<file path="src/hw/rtl/eegp2_pkg.sv">
// ----------------------------------------------------------------------------
// EEG P2 packet parser package
// Shared constants and types for the P2 packet parser and its channels.
// ----------------------------------------------------------------------------
package eegp2_pkg;

   // Number of EEG channels carried in a P2 packet.
   localparam int CHANNELS = 6;

   // Field widths.
   localparam int BYTE_W   = 8;
   localparam int WORD_W   = 16;
   localparam int CHAN_W   = 17;
   localparam int COUNT_W  = 3;
   localparam int POS_W    = 4;

   // Framing constants.
   localparam logic [BYTE_W-1:0]  SYNC_FIRST  = 8'd165;
   localparam logic [BYTE_W-1:0]  SYNC_SECOND = 8'd90;
   localparam logic [POS_W-1:0]   DATA_BYTES  = 4'd12;
   localparam logic [CHAN_W-1:0]  CHAN_OFFSET = 17'd512;
   localparam logic [COUNT_W-1:0] COUNT_RESET = 3'(CHANNELS);

   // Parser phase.
   typedef enum logic [2:0] {
      PH_HUNT    = 3'd0,
      PH_SYNC2   = 3'd1,
      PH_VERSION = 3'd2,
      PH_NUMBER  = 3'd3,
      PH_DATA    = 3'd4
   } phase_type;

   typedef logic signed [CHAN_W-1:0] chan_type;

endpackage

</file>
<file path="src/hw/rtl/eegp2_if.sv">
// ----------------------------------------------------------------------------
// EEG P2 packet parser channels
// Valid/ready channels for received bytes, parsed packets and the
// channel-count register write.
// ----------------------------------------------------------------------------

// Received byte channel.
interface eegp2_req_if;
   logic                        valid;
   logic                        ready;
   logic [eegp2_pkg::BYTE_W-1:0] rx_byte;

   modport source (output valid, output rx_byte, input ready);
   modport sink   (input valid, input rx_byte, output ready);
endinterface

// Parsed packet channel.
interface eegp2_rsp_if;
   logic                        valid;
   logic                        ready;
   logic [eegp2_pkg::BYTE_W-1:0] packet_number;
   logic [eegp2_pkg::BYTE_W-1:0] switches;
   eegp2_pkg::chan_type         chan0;
   eegp2_pkg::chan_type         chan1;
   eegp2_pkg::chan_type         chan2;
   eegp2_pkg::chan_type         chan3;
   eegp2_pkg::chan_type         chan4;
   eegp2_pkg::chan_type         chan5;

   modport source (output valid, output packet_number, output switches,
                   output chan0, output chan1, output chan2, output chan3,
                   output chan4, output chan5, input ready);
   modport sink   (input valid, input packet_number, input switches,
                   input chan0, input chan1, input chan2, input chan3,
                   input chan4, input chan5, output ready);
endinterface

// Channel-count register write channel.
interface eegp2_csr_if;
   logic                          valid;
   logic                          ready;
   logic [eegp2_pkg::COUNT_W-1:0] channel_count;

   modport source (output valid, output channel_count, input ready);
   modport sink   (input valid, input channel_count, output ready);
endinterface

</file>
<file path="src/hw/rtl/eeg_p2_packet_parser_core.sv">
// ----------------------------------------------------------------------------
// EEG P2 packet parser core
// Hunts for the 165/90 sync pair in a byte stream, collects the packet
// number and six big-endian channel words, and emits one packet word on
// the switches byte with each channel offset by -512.
// ----------------------------------------------------------------------------
//
//   Channel   Direction  Payload                                  Role
//   req_ch    in         rx_byte                                  serial bytes
//   rsp_ch    out        packet_number, switches, chan0..chan5    parsed packet
//   csr_ch    in         channel_count                            register write
//
// A byte is captured in an input register and parsed from there; one byte
// per cycle is sustained unless a finished packet word waits on a stalled
// output, and a packet word is registered in the output register when its
// switches byte is parsed. The phase update between the two is combinational.
// Reset is synchronous and active high; it returns the parser to hunting,
// clears the stored channel words and sets the channel count to six.
// A stalled output only holds bytes back when the byte under parse would
// produce a new packet word; all other bytes keep flowing.
module eeg_p2_packet_parser_core (
   input  logic              clock,
   input  logic              reset,
   eegp2_req_if.sink         req_ch,
   eegp2_rsp_if.source       rsp_ch,
   eegp2_csr_if.sink         csr_ch
);

   // Input register.
   logic                           in_valid_ff, in_valid_in;
   logic [eegp2_pkg::BYTE_W-1:0]   in_byte_ff;

   // Parser state.
   eegp2_pkg::phase_type           phase_ff, phase_in;
   logic [eegp2_pkg::POS_W-1:0]    pos_ff, pos_in;
   logic [eegp2_pkg::BYTE_W-1:0]   number_ff, number_in;
   logic [eegp2_pkg::WORD_W-1:0]   words_ff [eegp2_pkg::CHANNELS];
   logic [eegp2_pkg::WORD_W-1:0]   words_in [eegp2_pkg::CHANNELS];
   logic [eegp2_pkg::COUNT_W-1:0]  count_ff;

   // Output register.
   logic                           out_valid_ff, out_valid_in;
   logic [eegp2_pkg::BYTE_W-1:0]   out_number_ff;
   logic [eegp2_pkg::BYTE_W-1:0]   out_switches_ff;
   eegp2_pkg::chan_type            out_chan_ff [eegp2_pkg::CHANNELS];
   eegp2_pkg::chan_type            out_chan_in [eegp2_pkg::CHANNELS];

   // Parse controls.
   logic                           is_result;
   logic                           out_free;
   logic                           proc_fire;
   logic [eegp2_pkg::COUNT_W-1:0]  eff_count;
   logic [eegp2_pkg::COUNT_W-1:0]  data_chan;

   // Effective channel count is the register limited to the channel total.
   assign eff_count = (count_ff > eegp2_pkg::COUNT_RESET) ?
                      eegp2_pkg::COUNT_RESET : count_ff;
   assign data_chan = eegp2_pkg::COUNT_W'(pos_ff >> 1);

   // A byte is parsed when present, unless it ends a packet and the output
   // register is still occupied.
   assign is_result = (phase_ff == eegp2_pkg::PH_DATA) &&
                      (pos_ff >= eegp2_pkg::DATA_BYTES);
   assign out_free  = !out_valid_ff || rsp_ch.ready;
   assign proc_fire = in_valid_ff && (!is_result || out_free);

   assign req_ch.ready = !in_valid_ff || proc_fire;
   assign csr_ch.ready = 1'b1;

   assign in_valid_in  = req_ch.valid || (in_valid_ff && !proc_fire);
   assign out_valid_in = (proc_fire && is_result) || (out_valid_ff && !rsp_ch.ready);

   // Next phase.
   always_comb begin
      phase_in = phase_ff;
      if (proc_fire) begin
         unique case (phase_ff)
            eegp2_pkg::PH_HUNT: begin
               if (in_byte_ff == eegp2_pkg::SYNC_FIRST) phase_in = eegp2_pkg::PH_SYNC2;
            end
            eegp2_pkg::PH_SYNC2: begin
               phase_in = (in_byte_ff == eegp2_pkg::SYNC_SECOND) ?
                          eegp2_pkg::PH_VERSION : eegp2_pkg::PH_HUNT;
            end
            eegp2_pkg::PH_VERSION: phase_in = eegp2_pkg::PH_NUMBER;
            eegp2_pkg::PH_NUMBER:  phase_in = eegp2_pkg::PH_DATA;
            eegp2_pkg::PH_DATA: begin
               if (is_result) phase_in = eegp2_pkg::PH_HUNT;
            end
            default: phase_in = eegp2_pkg::PH_HUNT;
         endcase
      end
   end

   // Packet number and byte position.
   always_comb begin
      number_in = number_ff;
      pos_in    = pos_ff;
      if (proc_fire && phase_ff == eegp2_pkg::PH_NUMBER) begin
         number_in = in_byte_ff;
         pos_in    = '0;
      end else if (proc_fire && phase_ff == eegp2_pkg::PH_DATA && !is_result) begin
         pos_in = pos_ff + 1'b1;
      end
   end

   // Channel word lanes: high byte loads, low byte adds into the word.
   always_comb begin
      for (int j = 0; j < eegp2_pkg::CHANNELS; j++) begin
         words_in[j] = words_ff[j];
         if (proc_fire && phase_ff == eegp2_pkg::PH_DATA && !is_result &&
             data_chan == eegp2_pkg::COUNT_W'(j) &&
             eegp2_pkg::COUNT_W'(j) < eff_count) begin
            if (!pos_ff[0]) words_in[j] = {in_byte_ff, 8'h00};
            else            words_in[j] = words_ff[j] + {8'h00, in_byte_ff};
         end
      end
   end

   // Reported channel values; unused channels read as zero.
   always_comb begin
      for (int j = 0; j < eegp2_pkg::CHANNELS; j++) begin
         if (eegp2_pkg::COUNT_W'(j) < eff_count)
            out_chan_in[j] = eegp2_pkg::chan_type'({1'b0, words_ff[j]} -
                                                   eegp2_pkg::CHAN_OFFSET);
         else
            out_chan_in[j] = '0;
      end
   end

   // Control registers.
   always_ff @(posedge clock) begin
      if (reset) begin
         in_valid_ff  <= 1'b0;
         out_valid_ff <= 1'b0;
         phase_ff     <= eegp2_pkg::PH_HUNT;
         pos_ff       <= '0;
         number_ff    <= '0;
         count_ff     <= eegp2_pkg::COUNT_RESET;
         for (int j = 0; j < eegp2_pkg::CHANNELS; j++) words_ff[j] <= '0;
      end else begin
         in_valid_ff  <= in_valid_in;
         out_valid_ff <= out_valid_in;
         phase_ff     <= phase_in;
         pos_ff       <= pos_in;
         number_ff    <= number_in;
         for (int j = 0; j < eegp2_pkg::CHANNELS; j++) words_ff[j] <= words_in[j];
         if (csr_ch.valid) count_ff <= csr_ch.channel_count;
      end
   end

   // Payload registers.
   always_ff @(posedge clock) begin
      if (req_ch.valid && req_ch.ready) in_byte_ff <= req_ch.rx_byte;
      if (proc_fire && is_result) begin
         out_number_ff   <= number_ff;
         out_switches_ff <= in_byte_ff;
         for (int j = 0; j < eegp2_pkg::CHANNELS; j++) out_chan_ff[j] <= out_chan_in[j];
      end
   end

   // Output channel.
   assign rsp_ch.valid         = out_valid_ff;
   assign rsp_ch.packet_number = out_number_ff;
   assign rsp_ch.switches      = out_switches_ff;
   assign rsp_ch.chan0         = out_chan_ff[0];
   assign rsp_ch.chan1         = out_chan_ff[1];
   assign rsp_ch.chan2         = out_chan_ff[2];
   assign rsp_ch.chan3         = out_chan_ff[3];
   assign rsp_ch.chan4         = out_chan_ff[4];
   assign rsp_ch.chan5         = out_chan_ff[5];

endmodule

</file>
<file path="src/flat_wrapper.sv">
// flat-port wrapper written by rule: the top's interface ports become plain ports
module eeg_p2_packet_parser_core_flat 
  (clock, reset, req_ch_valid, req_ch_rx_byte, req_ch_ready, rsp_ch_valid, rsp_ch_packet_number, rsp_ch_switches, rsp_ch_chan0, rsp_ch_chan1, rsp_ch_chan2, rsp_ch_chan3, rsp_ch_chan4, rsp_ch_chan5, rsp_ch_ready, csr_ch_valid, csr_ch_channel_count, csr_ch_ready);
  eegp2_req_if req_ch_i ();
  eegp2_rsp_if rsp_ch_i ();
  eegp2_csr_if csr_ch_i ();
  input  logic clock;
  input  logic reset;
  input wire logic [$bits(req_ch_i.valid)-1:0] req_ch_valid;
  input wire logic [$bits(req_ch_i.rx_byte)-1:0] req_ch_rx_byte;
  output wire logic [$bits(req_ch_i.ready)-1:0] req_ch_ready;
  output wire logic [$bits(rsp_ch_i.valid)-1:0] rsp_ch_valid;
  output wire logic [$bits(rsp_ch_i.packet_number)-1:0] rsp_ch_packet_number;
  output wire logic [$bits(rsp_ch_i.switches)-1:0] rsp_ch_switches;
  output wire logic [$bits(rsp_ch_i.chan0)-1:0] rsp_ch_chan0;
  output wire logic [$bits(rsp_ch_i.chan1)-1:0] rsp_ch_chan1;
  output wire logic [$bits(rsp_ch_i.chan2)-1:0] rsp_ch_chan2;
  output wire logic [$bits(rsp_ch_i.chan3)-1:0] rsp_ch_chan3;
  output wire logic [$bits(rsp_ch_i.chan4)-1:0] rsp_ch_chan4;
  output wire logic [$bits(rsp_ch_i.chan5)-1:0] rsp_ch_chan5;
  input wire logic [$bits(rsp_ch_i.ready)-1:0] rsp_ch_ready;
  input wire logic [$bits(csr_ch_i.valid)-1:0] csr_ch_valid;
  input wire logic [$bits(csr_ch_i.channel_count)-1:0] csr_ch_channel_count;
  output wire logic [$bits(csr_ch_i.ready)-1:0] csr_ch_ready;
  assign req_ch_i.valid = req_ch_valid;
  assign req_ch_i.rx_byte = req_ch_rx_byte;
  assign req_ch_ready = req_ch_i.ready;
  assign rsp_ch_valid = rsp_ch_i.valid;
  assign rsp_ch_packet_number = rsp_ch_i.packet_number;
  assign rsp_ch_switches = rsp_ch_i.switches;
  assign rsp_ch_chan0 = rsp_ch_i.chan0;
  assign rsp_ch_chan1 = rsp_ch_i.chan1;
  assign rsp_ch_chan2 = rsp_ch_i.chan2;
  assign rsp_ch_chan3 = rsp_ch_i.chan3;
  assign rsp_ch_chan4 = rsp_ch_i.chan4;
  assign rsp_ch_chan5 = rsp_ch_i.chan5;
  assign rsp_ch_i.ready = rsp_ch_ready;
  assign csr_ch_i.valid = csr_ch_valid;
  assign csr_ch_i.channel_count = csr_ch_channel_count;
  assign csr_ch_ready = csr_ch_i.ready;
  eeg_p2_packet_parser_core u_core (.clock(clock), .reset(reset), .req_ch(req_ch_i), .rsp_ch(rsp_ch_i), .csr_ch(csr_ch_i));
endmodule
</file>
<file path="config.mk">
export PLATFORM = sky130hd
export DESIGN_NAME = eeg_p2_packet_parser_core_flat
export DESIGN_NICKNAME = d
export VERILOG_FILES = /design/src/hw/rtl/eegp2_pkg.sv /design/src/hw/rtl/eegp2_if.sv /design/src/hw/rtl/eeg_p2_packet_parser_core.sv /design/src/flat_wrapper.sv
export SDC_FILE = /design/constraint.sdc
export NUM_CORES = 1
export LEC_CHECK = 0
export BUFFER_PORTS_ARGS = -buffer_cell sky130_fd_sc_hd__buf_2
export CAP_MARGIN = 20
export CORE_ASPECT_RATIO = 1.25
export CORE_MARGIN = 3
export CORE_UTILIZATION = 54
export CTS_CLUSTER_SIZE = 28
export DETAILED_ROUTE_END_ITERATION = 16
export PLACE_DENSITY = 0.75
export SYNTH_ARGS = -nofsm -noshare
export SYNTH_HDL_FRONTEND = slang
export SYNTH_SLANG_ARGS = --single-unit
</file>
<file path="constraint.sdc">
create_clock -name clock -period 13.3 [get_ports clock]
set_input_delay 3.325 -clock clock [delete_from_list [all_inputs] [get_ports clock]]
set_output_delay 3.325 -clock clock [all_outputs]
set_load 0.02 [all_outputs]
</file>
==> impl_metrics.yaml, run 1 <==
status:
  status: "finished clean"
global_route:
  grt_pass1_vias: 10260
  antenna_found_initial: 0
  track_usage_pct: 24.48
  grt_pass1_wl_um: 51380
  grt_overflow: 0
  grt_max_degree: 89
min_path:
  hp-class: "flop to flop"
sta:
  maxSlewViolCount: 0
  period_share_pct: 55.66
  hold_violations: 0
  whs_ns: 0.4321
  setup_slack_ns: 5.897
  tns_ns: 0
  fmax_ghz: 0.1351
  max_slew_margin_pct: 32.23
  worst_clock_skew_ns: 0.01471
  rsz0062_at_grt: "false"
  period_minus_slack_ns: 7.403
  tightest_slew_ns: 1.011
  setup_viol: 0
synthesis:
  synthArstFlopShare_pct: 0
  synth.cell_area_mm2: 0.01289
  synth_nets: 1447
  synth_edf_count: 126
  seq_area_frac_synth_pct: 47.38
  synth_ff_type: "edfxtp_1"
  synth.avg_cell_area_um2: 9.448
  yosysUniqueCellTypes: 76
  ys_ff_latch: 242
  syn_inst: 1364
  ys_warn_count: 0
critical_path:
  cp-start-kind: "input pin"
  worst_ep_required_time_ns: 9.97
  slowest_stage: "nor2b_1"
  max_stage_delay_ns: 0.27
  arrival_ns: 4.08
  cp_cell_sequence: "buf_2 -> nor2b_1 -> nand4_1 -> buf_2"
  path_max_fanout: 4
  crit_path_end_kind: "primary output"
  critical_path.most_common_cell: "buf_2"
  crit_type: "input pin to primary output"
drt:
  routed_via_density: 6.102
  routed_wl_um: 31880
  via_count: 10740
  drt-initial-drc-count: 903
  first_pass_iters: 6
  post_drt_wl_per_cell_um: 18.11
  ant_nets: 0
  drc: 0
pwr:
  power_density_mw_per_mm2: 104.4
  ir_drop_mv: 0.1042
  p_leak_nw: 5.643
placement:
  placed_area_mm2: 0.01369
  place.detailed.hpwl_um: 20830
  gp_congestion: 0.9314
  port_buffers: 135
  dp_slack_ns: 5.915
finish:
  antenna_cells: 0
  postLayoutCoreUtil_pct: 62.16
  fin_nets: 1537
  area_growth_pct: 11.88
  postLayoutCellArea_mm2: 0.01442
  drive_above_1_share_pct: 13.18
  n_fill_cell: 1971
clock_tree:
  path_clk_slew_ns: 0.06
  cts_buffers: 24
  clock-sinks: 242
  cts_buffer_depth: 3
  cts_resized: 0
  cts_tree: "built"
  clk_latency_ns: 0.52
  postCtsSetupBuffers: 0
  cts.htree.levels: 1
  root_buffer: "clkbuf_16"
  cts.hold.buffers_added: 0
die:
  die_y_um: 178.7
  rows: 62
  initial_core_util_pct: 55.56
  core_mm2: 0.02319
  dieWidth_um: 144.2
  io-pin-count: 137
  die_area_mm2: 0.02577
flow_run:
  cap_violations: 0
area by class of cell:
| cell class | instances | area [um2] | area share (%) |
|---|---|---|---|
| Multi-Input combinational cell | 999 | 6301 | 43.70 |
| Sequential cell | 242 | 6107 | 42.36 |
| Timing Repair Buffer | 148 | 775.7 | 5.380 |
| Clock buffer | 35 | 663.1 | 4.599 |
| Tap cell | 288 | 360.3 | 2.499 |
| Inverter | 39 | 146.4 | 1.015 |
| Clock inverter | 9 | 65.06 | 0.4512 |
registers in the layout, indices dropped and copies added, names as in the netlist:
name,cells
u_core.pos_ff,4
u_core.out_chan_ff,102
u_core.words_ff,96
u_core.count_ff,3
u_core.number_ff,8
u_core.in_valid_ff,1
u_core.rsp_ch.packet_number,8
u_core.phase_ff,3
u_core.rsp_ch.valid,1
u_core.in_byte_ff,8
u_core.rsp_ch.switches,8
cell usage in the layout (no fill, tap or decap), types with 11 or more instances in the layout:
cell type,synthesis,routed
o21ai_0,37,37
buf_2,9,134
nor3_1,36,36
and2_1,35,35
mux2i_1,23,23
ha_1,61,61
nor4_1,25,25
a22oi_1,15,15
dfxtp_1,116,115
nor2b_1,31,31
nand3_1,56,56
a21oi_1,107,107
inv_1,39,39
edfxtp_1,126,126
a211oi_1,11,11
nand4_1,26,26
nor2_1,131,131
xnor2_1,32,32
nand2b_1,12,12
clkbuf_16,0,25
o22ai_1,13,13
a31oi_1,14,14
nand2_1,138,138
xor2_1,19,19
and3_1,22,22
buf_4,1,14
a21o_1,15,15
cell usage after synthesis (all sizes together), types with 23 or more instances:
master / count / area (um2)
nand2: 138 / 518.0
nor2: 132 / 498.0
edfxtp: 126 / 3784
dfxtp: 116 / 2322
a21oi: 107 / 535.5
clkbuf: 69 / 260.2
ha: 61 / 763.2
nand3: 56 / 280.3
nor3: 40 / 220.2
inv: 39 / 146.4
o21ai: 39 / 195.2
and2: 35 / 219.0
xnor2: 32 / 280.3
nor2b: 31 / 193.9
nand4: 26 / 162.7
nor4: 25 / 156.4
mux2i: 23 / 230.2
worst max-delay path, delay by kind of cell:
family                 cells  cell delay (ns)
buffers and inverters      2             0.30
and+or+nand+nor            2             0.45
layer usage:
metal	wire length [um]	GRT usage, %	vias to the layer above
met5	0	0	-
met1	13370	33.22	5115
li1	-	-	5162
met4	846	7.815	0
met2	15360	40.66	388
met3	2298	3.442	75
metrics by stage:
step	total power, W	std cells
CTS	0.001516	1760
global route	0.001556	1760
finish	0.001506	1760
global placement	0.0008790	1715
floorplan	0.0008531	1364
detailed placement	0.0008811	1716
worst paths after layout:
check                                          start                             end  slack [ns]  cells past startpoint
worst max-delay path                    rsp_ch_ready                    req_ch_ready        5.90                      4
worst min-delay path             u_core.number_ff[7]  u_core.rsp_ch.packet_number[7]        0.43                      0
worst max register to register  u_core.in_byte_ff[0]          u_core.words_ff[0][94]        9.97                      9
worst min register to register   u_core.number_ff[7]  u_core.rsp_ch.packet_number[7]        0.43                      0
power breakdown:
group	leakage, nW	total (W)	internal (W)	switching [W]
clock network	0.356	0.000640	0.000364	0.000276
logic	3.18	0.0000703	0.0000223	0.0000480
registers	2.11	0.000796	0.000784	0.0000112
total	5.64	0.00151	0.00117	0.000335
logic make-up (layout without fill, tap and decap cells):
logic type               Yosys count  in the layout  share of synthesized area [%]
adder cells (fa/ha/maj)           67             67                          6.854
multiplexers                      25             25                          1.961
flip-flops                       242            242                          47.38
XOR/XNOR                          51             51                          3.466
other                              1              1                        0.02910
AO/OA/AOI/OAI                    292            292                          14.51
AND/OR/NAND/NOR                  563            563                          22.03
buffers and inverters            123            231                          3.767
Power figures use the tool's default switching activity.
==> run 2, diff against run 1 <==
ABC_AREA = 1   (was not set)
CORE_UTILIZATION = 60   (was 54)
PLACE_DENSITY = 0.79   (was 0.75)
clock period = 7.75 ns   (was 13.3 ns; I/O delays follow)
==> run 2 against run 1 <==
Global-route usage rose by 3.9 points. Critical endpoint unchanged. Power rose by 86%. Area after synthesis rose by 7.2%.
==> impl_metrics.yaml, run 2 <==
drt:
  via_count: 12380
  post_drt_wl_per_cell_um: 15.93
  first_pass_iters: 5
  ant_nets: 0
  drc: 0
  routed_via_density: 5.560
  drt-initial-drc-count: 889
  routed_wl_um: 35460
global_route:
  grt_max_degree: 63
  track_usage_pct: 28.38
  grt_pass1_wl_um: 57980
  grt_overflow: 0
  grt_pass1_vias: 11760
  antenna_found_initial: 0
finish:
  fin_cells: 2226
  drive_above_1_share_pct: 13.59
  n_fill_cell: 1874
  top_regs: "u_core.out_chan_ff (102), u_core.words_ff (96)"
  fin_nets: 2008
  layout_commonest_cell: "nand2_1"
  final_cell_mix: "nand2_1 (424), inv_1 (244), nor2_1 (216)"
  antenna_cells: 0
  regMostFlops: "u_core.out_chan_ff"
  largest_reg_flops: 102
  area_growth_pct: 12.72
pwr:
  power.internal_w: 0.002181
  switching_share_pct: 22.11
  clkPwrFrac_pct: 46.4
  ir_drop_mv: 0.1960
  power_density_mw_per_mm2: 179.7
  p_comb_share_pct: 4.7
  p_leak_nw: 7.108
  p_switching_w: 0.0006191
  seqPwrFrac_pct: 49.0
synthesis:
  synth_commonest_cells: "nand2_1 (424), inv_1 (245), nor2_1 (216), nand3_1 (174), a21oi_1 (144)"
  seq_area_frac_synth_pct: 44.18
  ys_warn_count: 0
  ys_ff_latch: 242
  yosysUniqueCellTypes: 45
  synth_compound_area_share_pct: 9.144
  synth.avg_cell_area_um2: 7.682
  synthArstFlopShare_pct: 0
  synth.cell_area_mm2: 0.01382
  synth-adder-area-share_pct: 6.391
  synth.top_cell.area_share_pct: 27.38
  syn_inst: 1799
  synth_edf_count: 126
  yosys.area_share.simple_pct: 30.35
  synth_top_family_by_area: "simple AND/OR/NAND/NOR gates"
  synth_mux_area_share_pct: 0
  synthTopCellsByArea: "edfxtp_1 (27%), dfxtp_1 (17%), nand2_1 (12%)"
  yosysMostFrequentCell: "nand2_1"
  synth_top_area_cell: "edfxtp_1"
  synth_xor_area_share_pct: 1.077
  synth_nets: 1882
  synth_ff_type: "edfxtp_1"
clock_tree:
  cts.hold.buffers_added: 0
  root_buffer: "clkbuf_16"
  cts.htree.levels: 1
  clk_latency_ns: 0.52
  cts_tree: "built"
  postCtsSetupBuffers: 0
  cts_buffers: 25
  path_clk_slew_ns: 0.06
  cts_resized: 0
  cts_buffer_depth: 3
  clock-sinks: 242
die:
  initial_core_util_pct: 61.59
  io-pin-count: 137
  die_area_mm2: 0.02490
  dieWidth_um: 141.8
  rows: 61
  core_mm2: 0.02244
  die_y_um: 175.7
sta:
  tns_ns: 0
  period_minus_slack_ns: 4.520
  fmax_ghz: 0.2213
  setup_viol: 0
  hold_violations: 0
  period_share_pct: 58.32
  max_slew_margin_pct: 26.31
  maxSlewViolCount: 0
  tightest_slew_ns: 1.101
  worst_clock_skew_ns: 0.009292
  rsz0062_at_grt: "false"
min_path:
  hp-class: "flop to flop"
critical_path:
  path_max_fanout: 3
  worst_ep_required_time_ns: 5.81
  cp-start-kind: "input pin"
  crit_path_end_kind: "primary output"
  arrival_ns: 2.58
  crit_type: "input pin to primary output"
flow_run:
  cap_violations: 0
placement:
  port_buffers: 135
  place.detailed.hpwl_um: 24240
  placed_cells: 2181
  gp_congestion: 0.9506
status:
  status: "finished clean"
-- run 2: power by group through the flow --
stage / Combinational [W] / Clock, W / Sequential [W]
global placement: 0.000124 / 0 / 0.00140
CTS: 0.000129 / 0.00131 / 0.00137
detailed placement: 0.000128 / 0 / 0.00140
global route: 0.000145 / 0.00137 / 0.00137
floorplan: 0.0000916 / 0 / 0.00138
finish: 0.000130 / 0.00130 / 0.00137
-- run 2: kinds of logic (layout without fill, tap and decap cells) --
logic type	Yosys count	in the layout
AOI/OAI and AO/OA	236	236
xor gates and xnor gates	17	17
adders and majority gates	67	67
buffers and inverters	301	445
DFF	242	242
other	1	1
and+or+nand+nor	935	935
-- run 2: layout make-up --
type                            count  area (um2)  area share (%)
Inverter                          257       984.7           6.321
Clock inverter                     10       156.4           1.004
Timing Repair Buffer              143       735.7           4.723
Tap cell                          283       354.1           2.273
Sequential cell                   242        6107           39.20
Clock buffer                       35       735.7           4.723
Multi-Input combinational cell   1256        6505           41.76
-- run 2: path summary, 6_finish.rpt --
path / end / depth (start not counted) / startpoint / slack [ns]
setup / recovery: req_ch_ready / 4 / rsp_ch_ready / 3.23
hold / removal: u_core.rsp_ch.packet_number[1] / 0 / u_core.number_ff[1] / 0.44
setup reg to reg: u_core.words_ff[0][54] / 6 / u_core.in_byte_ff[5] / 5.25
hold reg to reg: u_core.rsp_ch.packet_number[1] / 0 / u_core.number_ff[1] / 0.44
-- run 2: through the flow --
stage | hold WS (ns) | cell area, um2 | worst slack, ns | power, W | util, %
final | 0.4434 | 15580 | 3.230 | 0.002800 | 69.43
after global routing | 0.4500 | 15580 | 3.167 | 0.002880 | 69.43
after CTS | 0.4428 | 15580 | 3.219 | 0.002813 | 69.43
after detailed placement | 0.4212 | 14690 | 3.220 | 0.001526 | 65.45
after global placement | 0.4199 | 14690 | 3.226 | 0.001522 | 65.45
after floorplan | 0.4086 | 13830 | 0.5160 | 0.001475 | -
-- run 2: layer usage --
layer,up-vias,track usage (%),share of wire [%]
met3,107,3.431,5.5
met1,5725,34.92,40
met2,412,49.66,50
met5,-,0,0
li1,6133,-,-
met4,0,12.84,4.8
-- run 2: critical path: stages --
cell	delay (ns)
buf_2	0.10
nor2_1	0.19
nand4_1	0.16
buf_2	0.20
